## src/hw/rtl/joint_limit_fault_monitor_assert.svh

```systemverilog
// Assertion macros shared by the joint limit fault monitor RTL.
`ifndef JOINT_LIMIT_FAULT_MONITOR_ASSERT_SVH
`define JOINT_LIMIT_FAULT_MONITOR_ASSERT_SVH

`ifndef SYNTHESIS

// Same-cycle implication: whenever ante holds, cons holds too.
`define JLFM_ASSERT_IMPLIES(label, clk, rst, ante, cons) \
  label: assert property (@(posedge clk) disable iff (rst) (ante) |-> (cons)) \
    else $error("joint limit fault monitor: implication check failed");

// Next-cycle implication: whenever ante holds, cons holds in the following cycle.
`define JLFM_ASSERT_NEXT(label, clk, rst, ante, cons) \
  label: assert property (@(posedge clk) disable iff (rst) (ante) |=> (cons)) \
    else $error("joint limit fault monitor: next-cycle check failed");

`else

`define JLFM_ASSERT_IMPLIES(label, clk, rst, ante, cons)
`define JLFM_ASSERT_NEXT(label, clk, rst, ante, cons)

`endif

`endif

```

## src/hw/rtl/jlfm_pkg.sv

```systemverilog
// Shared types, constants and helpers of the joint limit fault monitor.
package jlfm_pkg;

  localparam int JOINTS_DEF  = 6;
  localparam int QUEUE_DEPTH = 2;
  localparam int CFG_IDX_W   = 3;
  localparam int CFG_DATA_W  = 16;

  // Configuration register indexes
  typedef enum logic [CFG_IDX_W-1:0] {
    REG_JUMP_LIMIT   = 3'd0,
    REG_VEL_LIMIT    = 3'd1,
    REG_TORQUE_LIMIT = 3'd2,
    REG_SHOULDER_MIN = 3'd3,
    REG_SHOULDER_MAX = 3'd4,
    REG_ELBOW_MIN    = 3'd5,
    REG_ELBOW_MAX    = 3'd6,
    REG_COLLISION    = 3'd7
  } cfg_reg_t;

  // Reset values of the configuration registers
  localparam logic        [15:0] RST_JUMP_LIMIT   = 16'd3000;
  localparam logic        [14:0] RST_VEL_LIMIT    = 15'd3000;
  localparam logic        [14:0] RST_TORQUE_LIMIT = 15'd1000;
  localparam logic signed [15:0] RST_SHOULDER_MIN = -16'sd3000;
  localparam logic signed [15:0] RST_SHOULDER_MAX = 16'sd15000;
  localparam logic signed [15:0] RST_ELBOW_MIN    = 16'sd0;
  localparam logic signed [15:0] RST_ELBOW_MAX    = 16'sd14000;
  localparam logic        [15:0] RST_COLLISION    = 16'd500;

  // Fault flag bit positions
  localparam int FLAG_JUMP    = 0;
  localparam int FLAG_VEL     = 1;
  localparam int FLAG_TORQUE  = 2;
  localparam int FLAG_SOFT    = 3;
  localparam int FLAG_COLLIDE = 4;
  localparam int FLAG_W       = 5;

  // Lowest arm joint index
  localparam logic [2:0] FIRST_ARM = 3'd2;

  typedef enum logic [1:0] {
    LEVEL_NONE  = 2'd0,
    LEVEL_WARN  = 2'd1,
    LEVEL_LATCH = 2'd2,
    LEVEL_ESTOP = 2'd3
  } level_t;

  typedef struct packed {
    logic        [2:0]  joint;
    logic signed [15:0] position;
    logic signed [15:0] velocity;
    logic signed [15:0] torque;
    logic signed [7:0]  temperature;
    logic               startup_window;
    logic               last_in_frame;
    logic        [6:0]  external_faults;
    logic               standalone;
    logic               torque_free;
  } sample_t;

  typedef struct packed {
    logic [FLAG_W-1:0] fault_flags;
    logic [1:0]        severity;
  } report_t;

  typedef struct packed {
    logic        [15:0] position_jump_limit;
    logic        [14:0] velocity_limit;
    logic        [14:0] torque_limit;
    logic signed [15:0] shoulder_min;
    logic signed [15:0] shoulder_max;
    logic signed [15:0] elbow_min;
    logic signed [15:0] elbow_max;
    logic        [15:0] collision_delta;
  } cfg_t;

  // Classified sample as it travels from the front end to the back end
  typedef struct packed {
    logic [2:0]         joint;
    logic               joint_ok;   // joint has history storage
    logic               check;      // checks not bypassed
    logic               arm;
    logic               shoulder;
    logic               startup;
    logic               temp_pos;   // link alive
    logic signed [15:0] position;
    logic signed [15:0] torque;
    logic               vel_hit;
    logic               trq_hit;
    logic               last_in_frame;
    logic               estop;
    logic               comm;       // already masked in standalone mode
    logic               algo;
  } cmd_t;

  typedef struct packed {
    logic empty;
    logic full;
  } q_stat_t;

  // Absolute value of a 16-bit signed number; -32768 maps to 32768
  function automatic logic [15:0] mag16(input logic signed [15:0] v);
    logic [15:0] r;
    r = v[15] ? 16'(-v) : 16'(v);
    return r;
  endfunction

  // Absolute value of a 17-bit signed difference
  function automatic logic [16:0] mag17(input logic signed [16:0] v);
    logic [16:0] r;
    r = v[16] ? 17'(-v) : 17'(v);
    return r;
  endfunction

endpackage

```

## src/hw/rtl/jlfm_front.sv

```systemverilog
// Front end: classify an incoming joint sample and check velocity and torque.
module jlfm_front #(
  parameter int JOINTS = jlfm_pkg::JOINTS_DEF
) (
  input  jlfm_pkg::sample_t sample,
  input  jlfm_pkg::cfg_t    cfg,
  output jlfm_pkg::cmd_t    cmd
);

  always_comb begin
    cmd.joint         = sample.joint;
    cmd.joint_ok      = (32'(sample.joint) < JOINTS);
    cmd.check         = !(sample.standalone && sample.torque_free);
    cmd.arm           = (sample.joint >= jlfm_pkg::FIRST_ARM);
    cmd.shoulder      = !sample.joint[0];
    cmd.startup       = sample.startup_window;
    cmd.temp_pos      = (sample.temperature > 8'sd0);
    cmd.position      = sample.position;
    cmd.torque        = sample.torque;
    cmd.vel_hit       = jlfm_pkg::mag16(sample.velocity) > {1'b0, cfg.velocity_limit};
    cmd.trq_hit       = jlfm_pkg::mag16(sample.torque) > {1'b0, cfg.torque_limit};
    cmd.last_in_frame = sample.last_in_frame;
    // mask comm bits in standalone mode
    cmd.estop         = sample.external_faults[0];
    cmd.comm          = (|sample.external_faults[3:1]) && !sample.standalone;
    cmd.algo          = |sample.external_faults[6:4];
  end

endmodule

```

## src/hw/rtl/jlfm_queue.sv

```systemverilog
// Short queue of classified samples between front end and back end.
module jlfm_queue (
  input  logic               clk,
  input  logic               rst,
  input  logic               push,
  input  jlfm_pkg::cmd_t     wdata,
  input  logic               pop,
  output jlfm_pkg::cmd_t     rdata,
  output jlfm_pkg::q_stat_t  stat
);

  localparam int DEPTH = jlfm_pkg::QUEUE_DEPTH;
  localparam int PTR_W = (DEPTH > 1) ? $clog2(DEPTH) : 1;
  localparam int CNT_W = $clog2(DEPTH + 1);

  jlfm_pkg::cmd_t entry [DEPTH];
  logic [PTR_W-1:0] wr_ptr;
  logic [PTR_W-1:0] rd_ptr;
  logic [CNT_W-1:0] count;

  function automatic logic [PTR_W-1:0] bump(input logic [PTR_W-1:0] p);
    logic [PTR_W-1:0] r;
    r = (p == PTR_W'(DEPTH - 1)) ? '0 : p + 1'b1;
    return r;
  endfunction

  assign rdata      = entry[rd_ptr];
  assign stat.empty = (count == '0);
  assign stat.full  = (count == CNT_W'(DEPTH));

  always_ff @(posedge clk) begin
    if (rst) begin
      wr_ptr <= '0;
      rd_ptr <= '0;
      count  <= '0;
    end else begin
      if (push) begin
        entry[wr_ptr] <= wdata;
        wr_ptr        <= bump(wr_ptr);
      end
      if (pop) begin
        rd_ptr <= bump(rd_ptr);
      end
      if (push && !pop) begin
        count <= count + 1'b1;
      end else if (pop && !push) begin
        count <= count - 1'b1;
      end
    end
  end

endmodule

```

## src/hw/rtl/jlfm_back.sv

```systemverilog
// Back end: history checks, frame flag gathering and the report register.
module jlfm_back #(
  parameter int JOINTS = jlfm_pkg::JOINTS_DEF
) (
  input  logic              clk,
  input  logic              rst,
  input  jlfm_pkg::cmd_t    cmd,
  input  logic              cmd_valid,
  output logic              cmd_pop,
  input  jlfm_pkg::cfg_t    cfg,
  output logic              report_valid,
  input  logic              report_ready,
  output jlfm_pkg::report_t report
);

  localparam int IDX_W = $clog2(JOINTS);

  logic signed [15:0] prev_pos [JOINTS];
  logic signed [15:0] prev_trq [JOINTS];
  logic [jlfm_pkg::FLAG_W-1:0] frame_flags;

  logic [IDX_W-1:0]            idx;
  logic signed [15:0]          hist_pos;
  logic signed [15:0]          hist_trq;
  logic                        skip;
  logic signed [15:0]          lo;
  logic signed [15:0]          hi;
  logic [jlfm_pkg::FLAG_W-1:0] hits;
  logic [jlfm_pkg::FLAG_W-1:0] flags_total;
  jlfm_pkg::level_t            level;

  assign idx      = IDX_W'(cmd.joint);
  assign hist_pos = cmd.joint_ok ? prev_pos[idx] : '0;
  assign hist_trq = cmd.joint_ok ? prev_trq[idx] : '0;
  // a report waiting in the output register only blocks the next frame end
  assign cmd_pop  = cmd_valid && (!cmd.last_in_frame || !report_valid || report_ready);

  always_comb begin
    skip = cmd.startup || ((hist_pos == 16'sd0) && cmd.temp_pos);
    lo   = cmd.shoulder ? cfg.shoulder_min : cfg.elbow_min;
    hi   = cmd.shoulder ? cfg.shoulder_max : cfg.elbow_max;
    hits = '0;
    hits[jlfm_pkg::FLAG_JUMP] = !skip && (jlfm_pkg::mag17(
        17'({cmd.position[15], cmd.position}) - 17'({hist_pos[15], hist_pos}))
        > {1'b0, cfg.position_jump_limit});
    hits[jlfm_pkg::FLAG_VEL]    = cmd.vel_hit;
    hits[jlfm_pkg::FLAG_TORQUE] = cmd.trq_hit;
    hits[jlfm_pkg::FLAG_SOFT]   = cmd.arm && !skip &&
        ((cmd.position > hi) || (cmd.position < lo));
    hits[jlfm_pkg::FLAG_COLLIDE] = cmd.arm && !skip && (jlfm_pkg::mag17(
        17'({cmd.torque[15], cmd.torque}) - 17'({hist_trq[15], hist_trq}))
        > {1'b0, cfg.collision_delta});
    if (!(cmd.joint_ok && cmd.check)) begin
      hits = '0;
    end
    flags_total = frame_flags | hits;
    if (cmd.estop) begin
      level = jlfm_pkg::LEVEL_ESTOP;
    end else if (cmd.comm) begin
      level = jlfm_pkg::LEVEL_LATCH;
    end else if ((|flags_total) || cmd.algo) begin
      level = jlfm_pkg::LEVEL_WARN;
    end else begin
      level = jlfm_pkg::LEVEL_NONE;
    end
  end

  always_ff @(posedge clk) begin
    if (rst) begin
      frame_flags  <= '0;
      report_valid <= 1'b0;
      for (int i = 0; i < JOINTS; i++) begin
        prev_pos[i] <= '0;
        prev_trq[i] <= '0;
      end
    end else begin
      if (cmd_pop && cmd.last_in_frame) begin
        report_valid <= 1'b1;
      end else if (report_ready) begin
        report_valid <= 1'b0;
      end
      if (cmd_pop) begin
        if (cmd.joint_ok) begin
          prev_pos[idx] <= cmd.position;
          prev_trq[idx] <= cmd.torque;
        end
        if (cmd.last_in_frame) begin
          frame_flags        <= '0;
          report.fault_flags <= flags_total;
          report.severity    <= level;
        end else begin
          frame_flags <= flags_total;
        end
      end
    end
  end

endmodule

```

## src/hw/rtl/joint_limit_fault_monitor.sv

```systemverilog
// Top level of the joint limit fault monitor: config registers, front, queue, back.
//
//   channel  | handshake                 | payload
//   ---------+---------------------------+------------------------------
//   sample   | sample_valid/sample_ready | jlfm_pkg::sample_t, one joint
//   report   | report_valid/report_ready | jlfm_pkg::report_t, per frame
//   cfg      | cfg_valid/cfg_ready       | cfg_index (3b), cfg_data (16b)
//
// One sample per cycle sustained while no report stalls. A sample is classified
// and pushed into a two-entry queue in the cycle it transfers; the back end pops
// one entry per cycle unless a stalled report holds a frame end, reading and
// writing the per-joint history in that same cycle, and a frame end lands in the
// report register at the edge that pops it. Report valid is set at that edge too.
// Reset is synchronous: history, gathered flags and config registers return
// to their reset values. A stalled report blocks the queue head only when that
// head ends a frame; samples ahead of it drain, samples behind it wait, and the
// input stalls once both queue entries are taken.
module joint_limit_fault_monitor #(
  parameter int JOINTS = jlfm_pkg::JOINTS_DEF
) (
  input  logic                                clk,
  input  logic                                rst,
  input  logic                                sample_valid,
  output logic                                sample_ready,
  input  jlfm_pkg::sample_t                   sample,
  output logic                                report_valid,
  input  logic                                report_ready,
  output jlfm_pkg::report_t                   report,
  input  logic                                cfg_valid,
  output logic                                cfg_ready,
  input  logic [jlfm_pkg::CFG_IDX_W-1:0]      cfg_index,
  input  logic [jlfm_pkg::CFG_DATA_W-1:0]     cfg_data
);

`include "joint_limit_fault_monitor_assert.svh"

  jlfm_pkg::cfg_t    cfg;
  jlfm_pkg::cmd_t    front_cmd;
  jlfm_pkg::cmd_t    q_head;
  jlfm_pkg::q_stat_t q_stat;
  logic              q_push;
  logic              q_pop;
  logic              report_flagged;
  logic              report_raised;

  // Config writes are always accepted
  assign cfg_ready = 1'b1;

  always_ff @(posedge clk) begin
    if (rst) begin
      cfg.position_jump_limit <= jlfm_pkg::RST_JUMP_LIMIT;
      cfg.velocity_limit      <= jlfm_pkg::RST_VEL_LIMIT;
      cfg.torque_limit        <= jlfm_pkg::RST_TORQUE_LIMIT;
      cfg.shoulder_min        <= jlfm_pkg::RST_SHOULDER_MIN;
      cfg.shoulder_max        <= jlfm_pkg::RST_SHOULDER_MAX;
      cfg.elbow_min           <= jlfm_pkg::RST_ELBOW_MIN;
      cfg.elbow_max           <= jlfm_pkg::RST_ELBOW_MAX;
      cfg.collision_delta     <= jlfm_pkg::RST_COLLISION;
    end else if (cfg_valid && cfg_ready) begin
      unique case (jlfm_pkg::cfg_reg_t'(cfg_index))
        jlfm_pkg::REG_JUMP_LIMIT:   cfg.position_jump_limit <= cfg_data;
        jlfm_pkg::REG_VEL_LIMIT:    cfg.velocity_limit      <= cfg_data[14:0];
        jlfm_pkg::REG_TORQUE_LIMIT: cfg.torque_limit        <= cfg_data[14:0];
        jlfm_pkg::REG_SHOULDER_MIN: cfg.shoulder_min        <= cfg_data;
        jlfm_pkg::REG_SHOULDER_MAX: cfg.shoulder_max        <= cfg_data;
        jlfm_pkg::REG_ELBOW_MIN:    cfg.elbow_min           <= cfg_data;
        jlfm_pkg::REG_ELBOW_MAX:    cfg.elbow_max           <= cfg_data;
        jlfm_pkg::REG_COLLISION:    cfg.collision_delta     <= cfg_data;
        default: ;
      endcase
    end
  end

  // Accept a sample whenever the queue has room
  assign sample_ready = !q_stat.full;
  assign q_push       = sample_valid && sample_ready;

  jlfm_front #(
    .JOINTS (JOINTS)
  ) u_front (
    .sample (sample),
    .cfg    (cfg),
    .cmd    (front_cmd)
  );

  jlfm_queue u_queue (
    .clk   (clk),
    .rst   (rst),
    .push  (q_push),
    .wdata (front_cmd),
    .pop   (q_pop),
    .rdata (q_head),
    .stat  (q_stat)
  );

  jlfm_back #(
    .JOINTS (JOINTS)
  ) u_back (
    .clk          (clk),
    .rst          (rst),
    .cmd          (q_head),
    .cmd_valid    (!q_stat.empty),
    .cmd_pop      (q_pop),
    .cfg          (cfg),
    .report_valid (report_valid),
    .report_ready (report_ready),
    .report       (report)
  );

  assign report_flagged = report_valid && (report.fault_flags != '0);
  assign report_raised  = (report.severity != jlfm_pkg::LEVEL_NONE);

  // Never push into a full queue
  `JLFM_ASSERT_IMPLIES(a_no_push_full, clk, rst, q_push, !q_stat.full)
  // A popped frame end shows up as a report in the next cycle
  `JLFM_ASSERT_NEXT(a_report_follows, clk, rst, q_pop && q_head.last_in_frame, report_valid)
  // Any gathered flag raises the level above none
  `JLFM_ASSERT_IMPLIES(a_level_covers, clk, rst, report_flagged, report_raised)

endmodule
```

## config.mk

```make
export PLATFORM = sky130hd
export DESIGN_NAME = joint_limit_fault_monitor
export DESIGN_NICKNAME = d
export VERILOG_FILES = /design/src/hw/rtl/jlfm_pkg.sv /design/src/hw/rtl/jlfm_front.sv /design/src/hw/rtl/jlfm_queue.sv /design/src/hw/rtl/jlfm_back.sv /design/src/hw/rtl/joint_limit_fault_monitor.sv
export VERILOG_INCLUDE_DIRS = /design/src /design/src/hw/rtl
export SDC_FILE = /design/constraint.sdc
export NUM_CORES = 1
export LEC_CHECK = 0
export BUFFER_PORTS_ARGS = -buffer_cell sky130_fd_sc_hd__buf_2
export CORE_MARGIN = 2
export CORE_UTILIZATION = 64
export CTS_BUF_LIST = sky130_fd_sc_hd__clkbuf_8
export DETAILED_ROUTE_END_ITERATION = 6
export MAX_ROUTING_LAYER = met4
export PLACE_DENSITY = 0.82
export SETUP_SLACK_MARGIN = 0.3
export SLEW_MARGIN = 25
export SYNTH_ARGS = -nofsm -noshare
export SYNTH_HDL_FRONTEND = slang
export SYNTH_HIERARCHICAL = 1
export SYNTH_SLANG_ARGS = --single-unit
```

## constraint.sdc

```tcl
create_clock -name clk -period 9.5 [get_ports clk]
set_input_delay 0.475 -clock clk [delete_from_list [all_inputs] [get_ports clk]]
set_output_delay 0.475 -clock clk [all_outputs]
set_load 0.05 [all_outputs]
```

# Yosys cells after proc, flatten, opt, wreduce, memory -nomap -nowiden
# Memory sizes are Yosys's and may differ from the RTL's. A register that Yosys moved wholly into a read port is not among the register bits.
# Cells that the tools add are included.
# op_classes
order_cmp,9
mux,35
eq_ne,8
bitwise_logic,2
add_sub_neg,10
n_reduce_logical,48
# ops
operator,count
$mux 16,8
$gt 17x16->1,2
$mux 17,2
$neg 17->17,2
$sub 16x16->17,2
$gt 16x15->1,2
$neg 16->16,2
$reduce_or 16->1,2
$mux 1,19
$gt 16x16->1,1
$logic_not 16->1,1
$lt 16x16->1,1
$reduce_and 2->1,8
$logic_and 1x1->1,13
$eq 3x3->1 const B,4
$logic_not 1->1,10
$mux 5,2
$gt 8x1->1 const B,1
$eq 3x2->1 const B,2
$mux 3,2
$reduce_or 3->1,2
$logic_or 1x1->1,5
$or 5x5->5,1
$reduce_or 5->1,1
14 further kinds,17
# word_totals
n_memories,3
elab_cells,131
out_inout_bits,10
in_bits,94
regBits,143
mem_bits_rw,286
# memory_table
memory,words,width,rd,rd_clocked_by_memory_dff,write_ports,line,source
u_back.prev_pos,6,16,1,0,6,jlfm_back.sv:18,logic signed [15:0] prev_pos [JOINTS];
u_back.prev_trq,6,16,1,0,6,jlfm_back.sv:19,logic signed [15:0] prev_trq [JOINTS];
u_queue.entry,2,47,1,1,1,jlfm_queue.sv:16,jlfm_pkg::cmd_t entry [DEPTH];

# Longest topological paths before layout
# Gate-level depths: netlist of the first run.
# An unclocked memory read counts as a cell.
# logic_depth
ltp_word,14
depth_mapped,30
depth_no_buf,26

# Modules after synthesis
# The synthesis of the first run kept the hierarchy.
# modules_own_cells
mod,cells_each,area_each_um2,instances,seq_area_each_um2
jlfm_back,1274,15529.9,1,8017.7
joint_limit_fault_monitor,463,4951.0,1,2522.4
jlfm_queue,168,3609.7,1,2922.8
jlfm_front,242,1695.4,1,0.0

# Least setup slack after synthesis of the first run
# Ideal clock, no wire load.
# synth_path
kind,flip-flop to flip-flop
startpoint,reg with a tool-made name
endpoint,reg u_back/report[0] (netlist name)
required_ns,9.239
stages_incl_launch_ff,27
arrival_time_ns,6.556
setup_ns,0.261
setup_slack_ns,2.683
synth_period_minus_slack_ns,6.817
cell_sequence,dfxtp_1 buf_2 mux2_2 clkbuf_1 buf_2 buf_2 buf_1 mux4_2 mux2_2 nand2_1 ha_1 buf_2 a21o_1 mux2_2 a311oi_1 nand3b_1 or3b_2 nor4_1 and3b_1 a21oi_1 xnor2_1 ha_1 a211oi_1 o311ai_0 o21ai_0 a21oi_1 o32a_1

==> flow_summary.toml, run 1 <==
[outcome]
status = "finished clean"

[routing]
final_antenna_net_count = 0
dr.pass1.iters = 6
wl_per_cell_um = 22.3
first_iter_violations = 1748
wirelength_mm = 62.5
num_vias = 17400
via_per_inst = 6.20
drc_errors = 0

[sta]
final_max_slew_viol_count = 0
post-route-period-util = 0.777
setup_viol = 0
finClkSkew_ps = 18.3
period_minus_slack_ps = 7380
final.setup.worst_slack_ps = 2120
fmax_mhz = 135
slew_headroom = 0.269
finalSetupTns_ps = 0
rsz0062_at_grt = "no"
hold_viol_final = 0
worstMarginPinSlew_ps = 1100

[final_layout]
seq_area_um2 = 13500
area_growth_pct = 8.75
diodes = 0
layout_common_cells = "edfxtp_1, nor2_1, mux2i_1"
final_common_cell = "edfxtp_1"
drive_above_1_share = 0.186
fin_nets = 2444
fill_cells = 2754
multi_input_area_um2 = 11100

[placed_design]
numPortBuffers = 102
hpwl_mm = 41.8
post-place-ws_ps = 2150
gp_congestion = 0.913

[logic_synthesis]
synth_area_um2 = 25800
synthAdderAreaFrac = 0.0646
yosys.area_share.simple = 0.127
synth_mux_area_frac = 0.151
synthesis.nets = 2373
synth-compound-area-share = 0.0588
synth_top_family_by_area = "multiplexers"
netlist-cell-type-count = 91
synth_seq_cells = 494
synthCells = 2147
ys_seq_area_frac = 0.522
synth_area_per_cell_um2 = 12.0
synth_edf_count = 357
synthArstFlopShare = 0
synthFlopType = "edfxtp_1"
yosys_warnings = 6
synthXorXnorAreaFrac = 0.0285

[global_route]
grt_first_pass_wirelength_mm = 97.1
grt_use_total = 0.314
grt_max_degree = 93
antenna_found_initial = 0
grt_pass1_vias = 17800
overflow = 0

[clocking]
clk_latency_ps = 630
cts-root-buf = "clkbuf_8"
ctsHoldBuffers = 0
cts_buffers = 79
clk_pin_slew_ps = 70
cts_buffer_depth = 3
cts_setup_buffers = 0
cts.sink_count = 494
htree_levels = 3
cts_resized = 0
cts_tree = "built"

[worst_setup_path]
critical_path_buf_inv_count = 1
crit_slowest_cell = "mux2_4"
cp_cell_sequence = "mux2_4, buf_4, mux4_2, mux2_2, nand2_1, ha_1, a21o_1, a221oi_4, nor2_1, nor2_1, xnor2_1, or4_1, or3_1, o31ai_1, xnor2_1, ha_1, nand2_1, nor2_1, a2111oi_0, nor2_1, o311a_1, nor2_2, o31ai_4, o32a_1"
cp-end-kind = "flop"
cp_max_fo = 30
path_class = "flop to flop"
critPathMostFrequentCell = "nor2_1"
cpPeakStageDelay_ps = 610
crit_required_ps = 9880
worstPathArrival_ps = 7760
cp-start-kind = "flop"
crit_family = "compound AO/OA/AOI/OAI gates"

[pwr]
vdd_drop_max_uv = 148
leakage_nw = 11.5
power_density_nw_per_um2 = 262

[die]
row_count = 73
die_w_um = 205
die_h_um = 205
die-area_um2 = 41900
ios = 104
initial_core_util = 0.649
coreArea_um2 = 39700

[flow_run]
cap_viol_max_count = 0

[worst_hold_path]
hp-class = "input pin to flop"
-- area by class of cell --
| class | count | share of cell area |
|---|---|---|
| clock inverters | 53 | 0.0126 |
| flip-flops and latches | 494 | 0.480 |
| repair buffers | 135 | 0.0271 |
| inverters | 125 | 0.0167 |
| clock buffers | 89 | 0.0437 |
| well taps | 525 | 0.0234 |
| multi-input cells | 1383 | 0.396 |
-- through the flow --
stage,hold slack [ps],power (mW),utilization,instances,cell area [µm²]
after floorplan,441,4.78,-,2147,25800
after global placement,456,5.40,0.666,2662,26500
after detailed placement,465,5.49,0.666,2662,26500
after CTS,3.53,7.31,0.706,2804,28000
after global routing,12.5,7.74,0.706,2804,28000
final,29.2,7.34,0.706,2804,28000
-- state kept, by name, summed over array words and instances, names as in the netlist, named ones only --
name / flops
u_back/report: 7
u_queue/rd_ptr: 1
cfg: 126
u_queue/entry: 94
u_back/frame_flags: 5
u_queue/count: 2
u_back/prev_trq: 128
u_queue/wr_ptr: 1
u_back/prev_pos: 128
u_back/report_valid: 1
-- power breakdown --
group	internal [mW]	leakage (nW)	total [mW]	switching [mW]
registers	2.47	4.61	2.52	0.0467
clock network	0.975	0.890	1.81	0.833
logic	1.22	6.02	3.01	1.79
total	4.67	11.5	7.34	2.67
-- worst reg2reg max path: stages (launching register included) --
cell	delay, ps
dfxtp_2	430
mux2_4	610
buf_4	590
mux4_2	600
mux2_2	280
nand2_1	110
ha_1	320
a21o_1	240
a221oi_4	340
nor2_1	90
nor2_1	140
xnor2_1	150
or4_1	560
or3_1	370
o31ai_1	320
xnor2_1	170
ha_1	290
nand2_1	70
nor2_1	40
a2111oi_0	390
nor2_1	100
o311a_1	350
nor2_2	130
o31ai_4	100
o32a_1	370
-- worst paths after layout --
path                            startpoint              endpoint  cells past startpoint  slack, ps
worst max-delay path                  flop      u_back/report[0]                     24       2120
worst min-delay path            sample[55]  u_queue/entry[0][26]                      1         30
worst max register to register        flop      u_back/report[0]                     24       2120
worst min register to register     cfg[93]               cfg[93]                      2        470
-- layer usage --
metal / share of wire / wire length, µm / vias to the layer above / GRT usage
met4: 0.030 / 1870 / 0 / 0.116
li1: - / - / 7910 / -
met2: 0.48 / 30300 / 868 / 0.505
met5: 0 / 0 / - / -
met3: 0.088 / 5470 / 132 / 0.0611
met1: 0.40 / 24900 / 8482 / 0.397
-- synth_stat cells (5+ instances only) --
library cell,instances,area share
a22oi_1,7,0.0020
xnor2_1,70,0.024
inv_1,125,0.018
or3_1,6,0.0015
and3_1,43,0.010
mux4_2,64,0.056
edfxtp_1,357,0.42
mux2_2,75,0.033
buf_2,24,0.0047
or2_2,6,0.0015
ha_1,130,0.063
nand2_1,114,0.017
o21ai_0,44,0.0085
or4_1,6,0.0017
o31ai_1,12,0.0035
nand4_1,17,0.0041
clkbuf_1,60,0.0087
o21a_1,5,0.0015
nand3_1,21,0.0041
xor2_1,14,0.0048
a21oi_1,57,0.011
nor2_1,238,0.035
a21o_1,20,0.0058
nor3_1,14,0.0027
buf_1,14,0.0020
dfxtp_1,137,0.11
nand2b_1,105,0.025
mux2i_1,160,0.062
o211ai_1,5,0.0015
a31oi_1,12,0.0029
buf_4,42,0.012
nor2b_1,21,0.0051
nor4_1,11,0.0027
o2111ai_1,5,0.0017
-- logic make-up (layout without fill, tap and decap cells) --
group	after synthesis	in the layout
AND/OR/NAND/NOR	645	645
flip-flops	494	494
multiplexers	299	299
XOR/XNOR	84	84
adder cells (fa/ha/maj)	132	132
buffers and inverters	270	402
AO/OA/AOI/OAI	222	222
other	1	1
Note: power is estimated with default switching activity, not from simulation.
==> run 2: changes to the inputs <==
==> constraint.sdc (replaced) <==
create_clock -name clk -period 7.35 [get_ports clk]
set_input_delay 0.3675 -clock clk [delete_from_list [all_inputs] [get_ports clk]]
set_output_delay 0.3675 -clock clk [all_outputs]
set_load 0.05 [all_outputs]
==> flow_summary.toml, run 2 (synthesized netlist as in run 1, its figures left out) <==
[outcome]
status = "finished clean"

[worst_setup_path]
path_class = "flop to flop"
cp-end-kind = "flop"
crit_family = "compound AO/OA/AOI/OAI gates"
worstPathArrival_ps = 7080
cp-start-kind = "flop"
crit_required_ps = 7740
crit_slowest_cell = "nor2b_1"
critical_path_buf_inv_count = 0
cp_max_fo = 17
cpPeakStageDelay_ps = 590
rr_endpoint = "u_back/report[0]"
reg2reg_depth = 21
reg2reg_slack_ps = 660
cp_cell_sequence = "mux2_2, nor2b_1, a22oi_1, ha_1, a21o_1, a221oi_4, xor2_1, o2111ai_1, or4_4, or4_4, o21ai_0, xnor2_1, ha_1, nand2_1, nor2_1, a2111oi_0, nor2_1, o311a_1, nor2_2, o31ai_4, o32a_1"

[global_route]
grt_max_degree = 93
antenna_found_initial = 0
grt_pass1_vias = 18000
grt_first_pass_wirelength_mm = 99.1
overflow = 0
met2_usage = 0.527
grt_use_total = 0.322
grtUsageMet3 = 0.0555
busiest_layer = "met2"
grt_use_met1 = 0.405

[routing]
via_per_inst = 6.21
drc_errors = 0
final_antenna_net_count = 0
wl_per_cell_um = 22.8
first_iter_violations = 1647
num_vias = 17700
dr.pass1.iters = 5
wirelength_mm = 65.0

[placed_design]
hpwl_mm = 43.4
numPortBuffers = 102
dpl-instance-area_um2 = 26500
place_inst = 2666
gp_congestion = 0.883

[clocking]
clk_pin_slew_ps = 70
htree_levels = 3
cts-root-buf = "clkbuf_8"
cts_tree = "built"
cts_buffers = 78
clk_latency_ps = 650
cts.sink_count = 494
cts_setup_buffers = 0
cts_buffer_depth = 3

[die]
die-area_um2 = 41900
row_count = 73
die_h_um = 205
die_w_um = 205
coreArea_um2 = 39700
initial_core_util = 0.649
ios = 104

[sta]
rsz0062_at_grt = "no"
fmax_mhz = 150
setup_viol = 0
period_minus_slack_ps = 6690
final_max_slew_viol_count = 0
finClkSkew_ps = 22.8
hold_viol_final = 0
worstMarginPinSlew_ps = 1050
slew_headroom = 0.298
finalSetupTns_ps = 0
post-route-period-util = 0.910

[final_layout]
final_cells = 2846
final_common_cell = "edfxtp_1"
stdcell_area_um2 = 28400
fin_nets = 2485
drive_above_1_share = 0.184
layout_common_cells = "edfxtp_1, nor2_1, mux2i_1"
utilization = 0.716
diodes = 0
reg.largest.list = "u_back/prev_pos (128), u_back/prev_trq (128), cfg (126)"
area_growth_pct = 10.3

[pwr]
leakage_nw = 11.7
vdd_drop_max_uv = 167
power_density_nw_per_um2 = 337

[worst_hold_path]
hp-class = "input pin to flop"
min_from = "sample[1]"
min_delay_worst_endpoint = "u_queue/entry[0][1]"
holdPathStages = 2

[flow_run]
cap_viol_max_count = 0
-- run 2: repair_timing --
| action | 4_1_cts | 5_1_grt |
|---|---|---|
| hold buffers | 36 | 0 |
| setup endpoints to repair | 0 | 3 |
| gates resized for setup | 0 | 11 |
| hold endpoints to repair | 71 | 0 |
-- run 2: report_power, final --
group / leakage [nW] / total, mW / internal [mW] / switching, mW
Sequential: 4.61 / 3.27 / 3.20 / 0.0692
Clock: 0.877 / 2.29 / 1.19 / 1.09
Combinational: 6.23 / 4.02 / 1.63 / 2.39
-- run 2: worst reg2reg max path, cell delays in order, from the launching register on --
cell and delay [ps]:
dfxtp_4 450, mux2_2 560, nor2b_1 600, a22oi_1 250
ha_1 410, a21o_1 230, a221oi_4 410, xor2_1 180
o2111ai_1 140, or4_4 570, or4_4 450, o21ai_0 230
xnor2_1 190, ha_1 290, nand2_1 70, nor2_1 30
a2111oi_0 330, nor2_1 100, o311a_1 340, nor2_2 130
o31ai_4 100, o32a_1 370
-- run 2: layout make-up --
| cell class | count | area, µm² |
|---|---|---|
| Sequential cell | 494 | 13500 |
| Fill cell | 2711 | 11300 |
| Multi-Input combinational cell | 1385 | 11200 |
| Timing Repair Buffer | 175 | 1160 |
| Clock buffer | 83 | 1140 |
| Tap cell | 525 | 657 |
| Inverter | 125 | 469 |
| Clock inverter | 59 | 373 |
-- run 2: worst max path at each step --
stage / startpoint / slack, ps / cells past startpoint / end
2_1_floorplan: flop / 530 / 26 / u_back/report[0]
3_3_place_gp: flop / 540 / 26 / u_back/report[0]
3_5_place_dp: flop / 360 / 24 / u_back/report[0]
4_1_cts: flop / 330 / 24 / u_back/report[0]
5_1_grt: flop / 380 / 25 / u_back/report[0]
6_report: flop / 660 / 21 / u_back/report[0]
-- run 2: metal layers --
metal,part of all wire,vias up
met2,0.49,904
met1,0.39,8647
li1,-,7996
met4,0.030,0
met3,0.086,140
met5,0,-
-- run 2: per-stage QoR --
stage          hold WS (ps)  total power, mW  worst slack, ps
2_1_floorplan           437             6.18              533
3_3_place_gp            453             7.07              540
3_5_place_dp            469             7.17              365
4_1_cts               0.997             9.47              334
5_1_grt                19.9             10.1              375
6_report               28.7             9.57              662
